==> config.mk <==
export PLATFORM = sky130hd
export DESIGN_NAME = ljpfa_ctrl
export DESIGN_NICKNAME = d
export VERILOG_FILES = /design/src/design/ljpfa_pkg.sv /design/src/design/ljpfa_ctrl.sv
export SDC_FILE = /design/constraint.sdc
export NUM_CORES = 1
export LEC_CHECK = 0
export ABC_AREA = 0
export BUFFER_PORTS_ARGS = -buffer_cell sky130_fd_sc_hd__buf_4
export CAP_MARGIN = 20
export CORE_UTILIZATION = 50
export DETAILED_ROUTE_END_ITERATION = 8
export PLACE_DENSITY = 0.81
export SLEW_MARGIN = 40
export SYNTH_ARGS = -nofsm -noshare
export SYNTH_HDL_FRONTEND = slang
export SYNTH_SLANG_ARGS = --single-unit
==> constraint.sdc <==
create_clock -name clk -period 1.9 [get_ports clk]
set_input_delay 0.38 -clock clk [delete_from_list [all_inputs] [get_ports clk]]
set_output_delay 0.38 -clock clk [all_outputs]
set_load 0.1 [all_outputs]
==> src/design/ljpfa_pkg.sv <==
`timescale 1ns / 1ps
package ljpfa_pkg;

  localparam int COORD_FRAC_BITS_DEF = 16;
  localparam int ACC_WIDTH_DEF       = 48;
  localparam int WORK_FRAC           = 32;
  localparam int OUT_FRAC            = 24;
  localparam int FIELD_W             = 48;
  localparam int ID_W                = 16;
  localparam int POS_W               = 32;
  localparam int STEP_W              = 2;
  localparam int COUNT_W             = 17;
  localparam int LEN_W               = 31;
  localparam int COEF_W              = 32;
  localparam int DIST_W              = 35;
  localparam int CFG_IDX_W           = 3;
  localparam int CFG_DATA_W          = 32;
  localparam int SH_W                = 6;
  localparam int OP_W                = 4;

  localparam logic [CFG_IDX_W-1:0] CFG_PARTICLE_COUNT = 3'd0;
  localparam logic [CFG_IDX_W-1:0] CFG_PARTICLE_LIMIT = 3'd1;
  localparam logic [CFG_IDX_W-1:0] CFG_CELL_LEN       = 3'd2;
  localparam logic [CFG_IDX_W-1:0] CFG_CUTOFF_SQUARED = 3'd3;
  localparam logic [CFG_IDX_W-1:0] CFG_CUTOFF_RADIUS  = 3'd4;
  localparam logic [CFG_IDX_W-1:0] CFG_ENERGY_SHIFT   = 3'd5;
  localparam logic [CFG_IDX_W-1:0] CFG_ENERGY_SLOPE   = 3'd6;

  localparam logic [COUNT_W-1:0] RST_PARTICLE_COUNT = 17'd1;
  localparam logic [COUNT_W-1:0] RST_PARTICLE_LIMIT = 17'd65536;
  localparam logic [LEN_W-1:0]   RST_CELL_LEN       = 31'd163840;
  localparam logic [LEN_W-1:0]   RST_CUTOFF_SQUARED = 31'd409600;
  localparam logic [LEN_W-1:0]   RST_CUTOFF_RADIUS  = 31'd163840;

  localparam logic [OP_W-1:0] OP_SQX  = 4'd0;
  localparam logic [OP_W-1:0] OP_SQY  = 4'd1;
  localparam logic [OP_W-1:0] OP_M1   = 4'd2;
  localparam logic [OP_W-1:0] OP_INV6 = 4'd3;
  localparam logic [OP_W-1:0] OP_M3   = 4'd4;
  localparam logic [OP_W-1:0] OP_F0   = 4'd5;
  localparam logic [OP_W-1:0] OP_F    = 4'd6;
  localparam logic [OP_W-1:0] OP_AX   = 4'd7;
  localparam logic [OP_W-1:0] OP_AY   = 4'd8;
  localparam logic [OP_W-1:0] OP_PE0  = 4'd9;
  localparam logic [OP_W-1:0] OP_PE   = 4'd10;
  localparam logic [OP_W-1:0] OP_SL   = 4'd11;

  localparam logic signed [63:0] W_HALF  = 64'sh0000_0000_8000_0000;
  localparam logic signed [63:0] W_ONE   = 64'sh0000_0001_0000_0000;
  localparam logic signed [63:0] S64_MAX = 64'sh7FFF_FFFF_FFFF_FFFF;
  localparam logic signed [63:0] S64_MIN = 64'sh8000_0000_0000_0000;

  typedef struct packed {
    logic            load;
    logic            calc_dist;
    logic            calc_r2;
    logic            mul_start;
    logic [OP_W-1:0] op;
    logic            div_start;
    logic            div_mean;
    logic            sqrt_start;
    logic            emit;
  } dp_cmd_t;

  typedef struct packed {
    logic skip;
    logic r2_skip;
    logic mul_done;
    logic div_busy;
    logic sqrt_busy;
    logic last_n;
    logic last_s;
  } dp_stat_t;

  function automatic logic [63:0] mag(input logic signed [63:0] a);
    return a[63] ? 64'd0 - a : a;
  endfunction

  function automatic logic signed [63:0] sat_add(input logic signed [63:0] a,
                                                 input logic signed [63:0] b);
    logic signed [63:0] s;
    s = a + b;
    if (a[63] == b[63] && s[63] != a[63]) return a[63] ? S64_MIN : S64_MAX;
    return s;
  endfunction

  function automatic logic signed [63:0] sat_sub(input logic signed [63:0] a,
                                                 input logic signed [63:0] b);
    logic signed [63:0] s;
    s = a - b;
    if (a[63] != b[63] && s[63] != a[63]) return a[63] ? S64_MIN : S64_MAX;
    return s;
  endfunction

  function automatic logic signed [63:0] clamp(input logic signed [63:0] v, input int w);
    logic signed [63:0] hi;
    logic signed [63:0] top;
    hi  = v >>> (w - 1);
    top = (64'sd1 <<< (w - 1)) - 64'sd1;
    if (hi == 64'sd0 || hi == -64'sd1) return v;
    return v[63] ? -top - 64'sd1 : top;
  endfunction

endpackage

==> src/design/ljpfa_ctrl.sv <==
`timescale 1ns / 1ps
module ljpfa_ctrl (
  input  logic                 clk,
  input  logic                 rst,
  input  logic                 in_valid,
  output logic                 in_stall,
  output logic                 out_valid,
  input  logic                 out_stall,
  output ljpfa_pkg::dp_cmd_t   cmd,
  input  ljpfa_pkg::dp_stat_t  stat
);
  import ljpfa_pkg::*;

  localparam logic [3:0] S_IDLE   = 4'd0;
  localparam logic [3:0] S_DIST   = 4'd1;
  localparam logic [3:0] S_CHECK  = 4'd2;
  localparam logic [3:0] S_MSTART = 4'd3;
  localparam logic [3:0] S_MWAIT  = 4'd4;
  localparam logic [3:0] S_R2     = 4'd5;
  localparam logic [3:0] S_RCHK   = 4'd6;
  localparam logic [3:0] S_RWAIT  = 4'd7;
  localparam logic [3:0] S_FIN    = 4'd8;
  localparam logic [3:0] S_MEAN   = 4'd9;
  localparam logic [3:0] S_EMIT   = 4'd10;

  logic [3:0]      state;
  logic [3:0]      state_next;
  logic [OP_W-1:0] op;
  logic [OP_W-1:0] op_next;

  assign in_stall = (state != S_IDLE);

  always_comb begin
    cmd        = '0;
    cmd.op     = op;
    state_next = state;
    op_next    = op;
    unique case (state)
      S_IDLE: begin
        if (in_valid) begin
          cmd.load   = 1'b1;
          state_next = S_DIST;
        end
      end
      S_DIST: begin
        cmd.calc_dist = 1'b1;
        state_next    = S_CHECK;
      end
      S_CHECK: begin
        if (stat.skip) state_next = S_FIN;
        else begin
          op_next    = OP_SQX;
          state_next = S_MSTART;
        end
      end
      S_MSTART: begin
        cmd.mul_start = 1'b1;
        state_next    = S_MWAIT;
      end
      S_MWAIT: begin
        if (stat.mul_done) begin
          if (op == OP_SQY) state_next = S_R2;
          else if (op == OP_SL) state_next = S_FIN;
          else begin
            op_next    = op + OP_W'(1);
            state_next = S_MSTART;
          end
        end
      end
      S_R2: begin
        cmd.calc_r2 = 1'b1;
        state_next  = S_RCHK;
      end
      S_RCHK: begin
        if (stat.r2_skip) state_next = S_FIN;
        else begin
          cmd.div_start  = 1'b1;
          cmd.sqrt_start = 1'b1;
          state_next     = S_RWAIT;
        end
      end
      S_RWAIT: begin
        if (!stat.div_busy && !stat.sqrt_busy) begin
          op_next    = OP_M1;
          state_next = S_MSTART;
        end
      end
      S_FIN: begin
        if (stat.last_s) begin
          cmd.div_start = 1'b1;
          cmd.div_mean  = 1'b1;
          state_next    = S_MEAN;
        end else if (stat.last_n) state_next = S_EMIT;
        else state_next = S_IDLE;
      end
      S_MEAN: begin
        cmd.div_mean = 1'b1;
        if (!stat.div_busy) state_next = S_EMIT;
      end
      S_EMIT: begin
        if (!out_valid || !out_stall) begin
          cmd.emit   = 1'b1;
          state_next = S_IDLE;
        end
      end
      default: state_next = S_IDLE;
    endcase
  end

  always_ff @(posedge clk) begin
    if (rst) begin
      state     <= S_IDLE;
      op        <= OP_SQX;
      out_valid <= 1'b0;
    end else begin
      state <= state_next;
      op    <= op_next;
      if (cmd.emit) out_valid <= 1'b1;
      else if (!out_stall) out_valid <= 1'b0;
    end
  end

endmodule

Yosys cells after proc, flatten, opt, wreduce, memory -nomap -nowiden
Cells that the tools add are included.

word-level totals
  output and inout port bits = 14
  register bits = 9
  logic and storage cells = 68

operators by class
  eq/ne operators = 21
  mux-type cells = 32
  reduce and logical (&&, ||, !) cells = 11
  add/subtract/negate cells = 1

operators by type and width
  kind                                                                     count
  4-bit two-way mux                                                        16
  4-bit case mux with 11 select lines                                      1
  4-bit by 3-bit equality test with 1-bit output, second input constant    4
  4-bit equality test, second input constant                               4
  2-bit inequality test, second input constant                             8
  4-bit case mux with 3 select lines                                       1
  1-bit two-way mux                                                        11
  4-bit by 1-bit equality test with 1-bit output, second input constant    2
  4-bit by 2-bit equality test with 1-bit output, second input constant    2
  6-bit AND reduction                                                      1
  5-bit AND reduction                                                      1
  4-bit by 1-bit adder with 4-bit output, second input constant            1
  1-bit logical NOT                                                        4
  4-bit logical NOT                                                        1
  1-bit case mux with 2 select lines                                       2
  4-bit nonzero test                                                       1
  3-bit nonzero test                                                       1
  2-bit two-way mux                                                        1
  2-bit by 1-bit inequality test with 1-bit output, second input constant  1
  1-bit logical AND                                                        1
  1-bit logical OR                                                         1

Depth between registers and ports, before layout
  depth after elaboration = 5
  depth in mapped cells = 6

Worst setup path before layout
Ideal clock, no wire load.

  kind = register -> output
  start point = reg state[1]
  end point = out cmd[10] (netlist name)
  buffers on the path = 2
  setup slack = -1.216 ns
  arrival = 2.736 ns
  stages on the path, launching flop included = 4
  cells stage by stage = dfxtp_1 buf_2 buf_2 nor3_1

RTL lines
  element                   line               RTL
  start: declaration        ljpfa_ctrl.sv:26   logic [3:0] state;
  start signal: assignment  ljpfa_ctrl.sv:116  state <= state_next;
  end: declaration          ljpfa_ctrl.sv:9    output ljpfa_pkg::dp_cmd_t cmd,

==> metrics.cfg <==
[drt]
vias_per_cell=6.26
met2_length_um=1370
top_layer=met4
wl_um=2750
detail-route-antenna-nets=0
wl_met1_um=1120
wl_met3_um=195
drtIter0Drc=39
first_pass_iters=4
drc=0
num_vias=1064
wl_per_cell_um=16.2

[final_layout]
utilization=0.768
fin_area_um2=1310
final_cell_mix=buf_4 (26), nor2_1 (8), nor3_1 (7)
antenna_cells=0
area_growth_pct=44.8
fillers=121
final_cells=170
nets=159
final_common_cell=buf_4
drive_gt1_frac=0.428

[synthesis]
synth_top_cells_by_area=dfxtp_1 (20%), nor3_1 (5.5%), nand2b_1 (4.1%), nor2_1 (4.1%), and3_1 (3.5%)
yosysTopAreaCellShare=0.199
yosysTopAreaCell=dfxtp_1
synth.avg_cell_area_um2=7.81
synth_seq_area_share=0.199
yosysUniqueCellTypes=47
async_flop_share=0
yosysWarnings=0
syn-instance-count=116
synth-edff-count=0
syn_nets=129
syn_area_um2=906
synth-main-ff-cell=dfxtp_1
ys_ff_latch=9

[timing]
slew_headroom=0.716
slew_violations=0
worst_pin_slew_ps=422
timing.setup.tns_ps=0
rsz0062_at_grt=true
clock-skew-final_ps=0.278
clock.fmax_ghz=0.534
setup_violations=0
finalHoldViolations=0
worst_slack_ps=28.3
finalCritPeriodShare=0.985
whs_ps=353
min_period_ps=1870

[worst_setup_path]
cpPeakStageDelay_ps=400
crit_type=flip-flop to output pin
cp_cell_sequence=nor4bb_2 > nor2_1 > nor2_4 > buf_8
required_ps=1520
startpoint_type=flip-flop
worstPathArrival_ps=1490
worstReg2RegEnd=op[2]
slowest_stage=dfxtp_4
rr_worst_depth=5
path_max_fanout=12
cp-end-kind=output pin
worstReg2RegStart=state[2]
regToRegSetupSlack_ps=50

[cts]
insertion_delay_ps=270
root_buffer=clkbuf_4
numCtsBuffers=3
cts_max_level=1
clock_sinks=9
cts_tree=yes
cts_buffer_depth=2
clkSlewWorstSetupHoldPaths_ps=70

[worst_hold_path]
holdPathEnd=state[3]
hp-class=primary input to flip-flop
whs_path_depth=2
holdCritStartpoint=rst

[placed_design]
gp_congestion=0.855
numPortBuffers=24
dp_hpwl_um=2000
place_area_um2=1200
dp_slack_ps=77.6
place_inst=165

[pwr]
power_mw=1.79
leakage_nw=0.538
irDropWorstVdd_uv=886
power.density_nw_per_um2=1360

[global_routing]
grt_pass1_vias=895
antenna_found_initial=0
overflow=0
track_usage=0.287
grt_pass1_wl_um=4080
grt_max_degree=13

[floorplanning]
start_util=0.530
io_pins=25
dieArea_um2=1990
core-area_um2=1710
die_height_um=44.6
fp-row-count=15
die_x_um=44.6

[run_status]
status=finished, final reports clean

[flow_run]
maxCapViolations=0

## report_power, final
part,internal (mW),switching [mW],leakage [nW]
registers,0.231,0.0783,0.0773
clock network,0.0815,0.0798,0.0150
logic,0.450,0.867,0.445
total,0.762,1.03,0.538
## cells by family after synthesis
family / after synthesis / synth area share
AND/OR/NAND/NOR: 56 / 0.383
buffers and inverters: 15 / 0.0815
adder cells (fa/ha/maj): 2 / 0.0276
flip-flops: 9 / 0.199
multiplexers: 3 / 0.0332
AO/OA/AOI/OAI: 31 / 0.276
## flip-flops by register name (all words and copies together), names as in the netlist
signal	cells
out_valid	1
op	4
state	4
## worst max-delay path, delay by kind of cell (launching register included)
family,cells,cell delay (ps)
AND/OR/NAND/NOR,3,610
buffers and inverters,1,200
flip-flops,1,400
## final cells by class
class | instances | area, um2 | share of cell area
clock buffer | 4 | 26.3 | 0.0200
inverter | 6 | 22.5 | 0.0172
multi-input combinational | 92 | 737 | 0.562
sequential | 9 | 195 | 0.149
tap | 25 | 31.3 | 0.0239
timing repair buffer | 34 | 299 | 0.228
## per-layer routing
metal / GRT usage / vias up
met5: 0 / -
met4: 0.139 / 0
met3: 0.0327 / 7
met2: 0.485 / 54
met1: 0.360 / 497
li1: - / 506
## repair_timing
| action | 4_1_cts | 5_1_grt |
|---|---|---|
| endpoints found under the setup margin | 8 | 6 |
| hold buffers | 0 | 0 |
| gates cloned | 0 | 0 |
| resized for setup | 12 | 8 |
| setup buffers | 1 | 0 |
## worst max path at each step
stage               startpoint      to  slack, ps  cells after the start
global route          state[0]  cmd[9]        -10                      4
detailed placement     stat[2]   op[2]         80                      5
CTS                   state[3]  cmd[1]         20                      4
floorplan             state[0]  cmd[2]       -360                      3
finish                state[1]  cmd[3]         30                      4
global placement       stat[2]   op[2]        100                      5
## Yosys cell counts, types with 2 or more instances
cell,count
mux2i_1,3
or3b_2,2
o211a_1,2
nand2b_1,6
nor3_1,10
a32o_1,3
inv_1,6
a21oi_1,3
nor2_1,10
buf_2,5
dfxtp_1,9
and3_1,5
o32a_1,2
nand2_1,6
a211o_1,2
nor4bb_1,3
o21ai_0,2
a221oi_1,2
nand4b_1,2
a2bb2oi_1,2
clkbuf_1,2
a31oi_1,3
ha_1,2
Power figures use the tool's default switching activity.
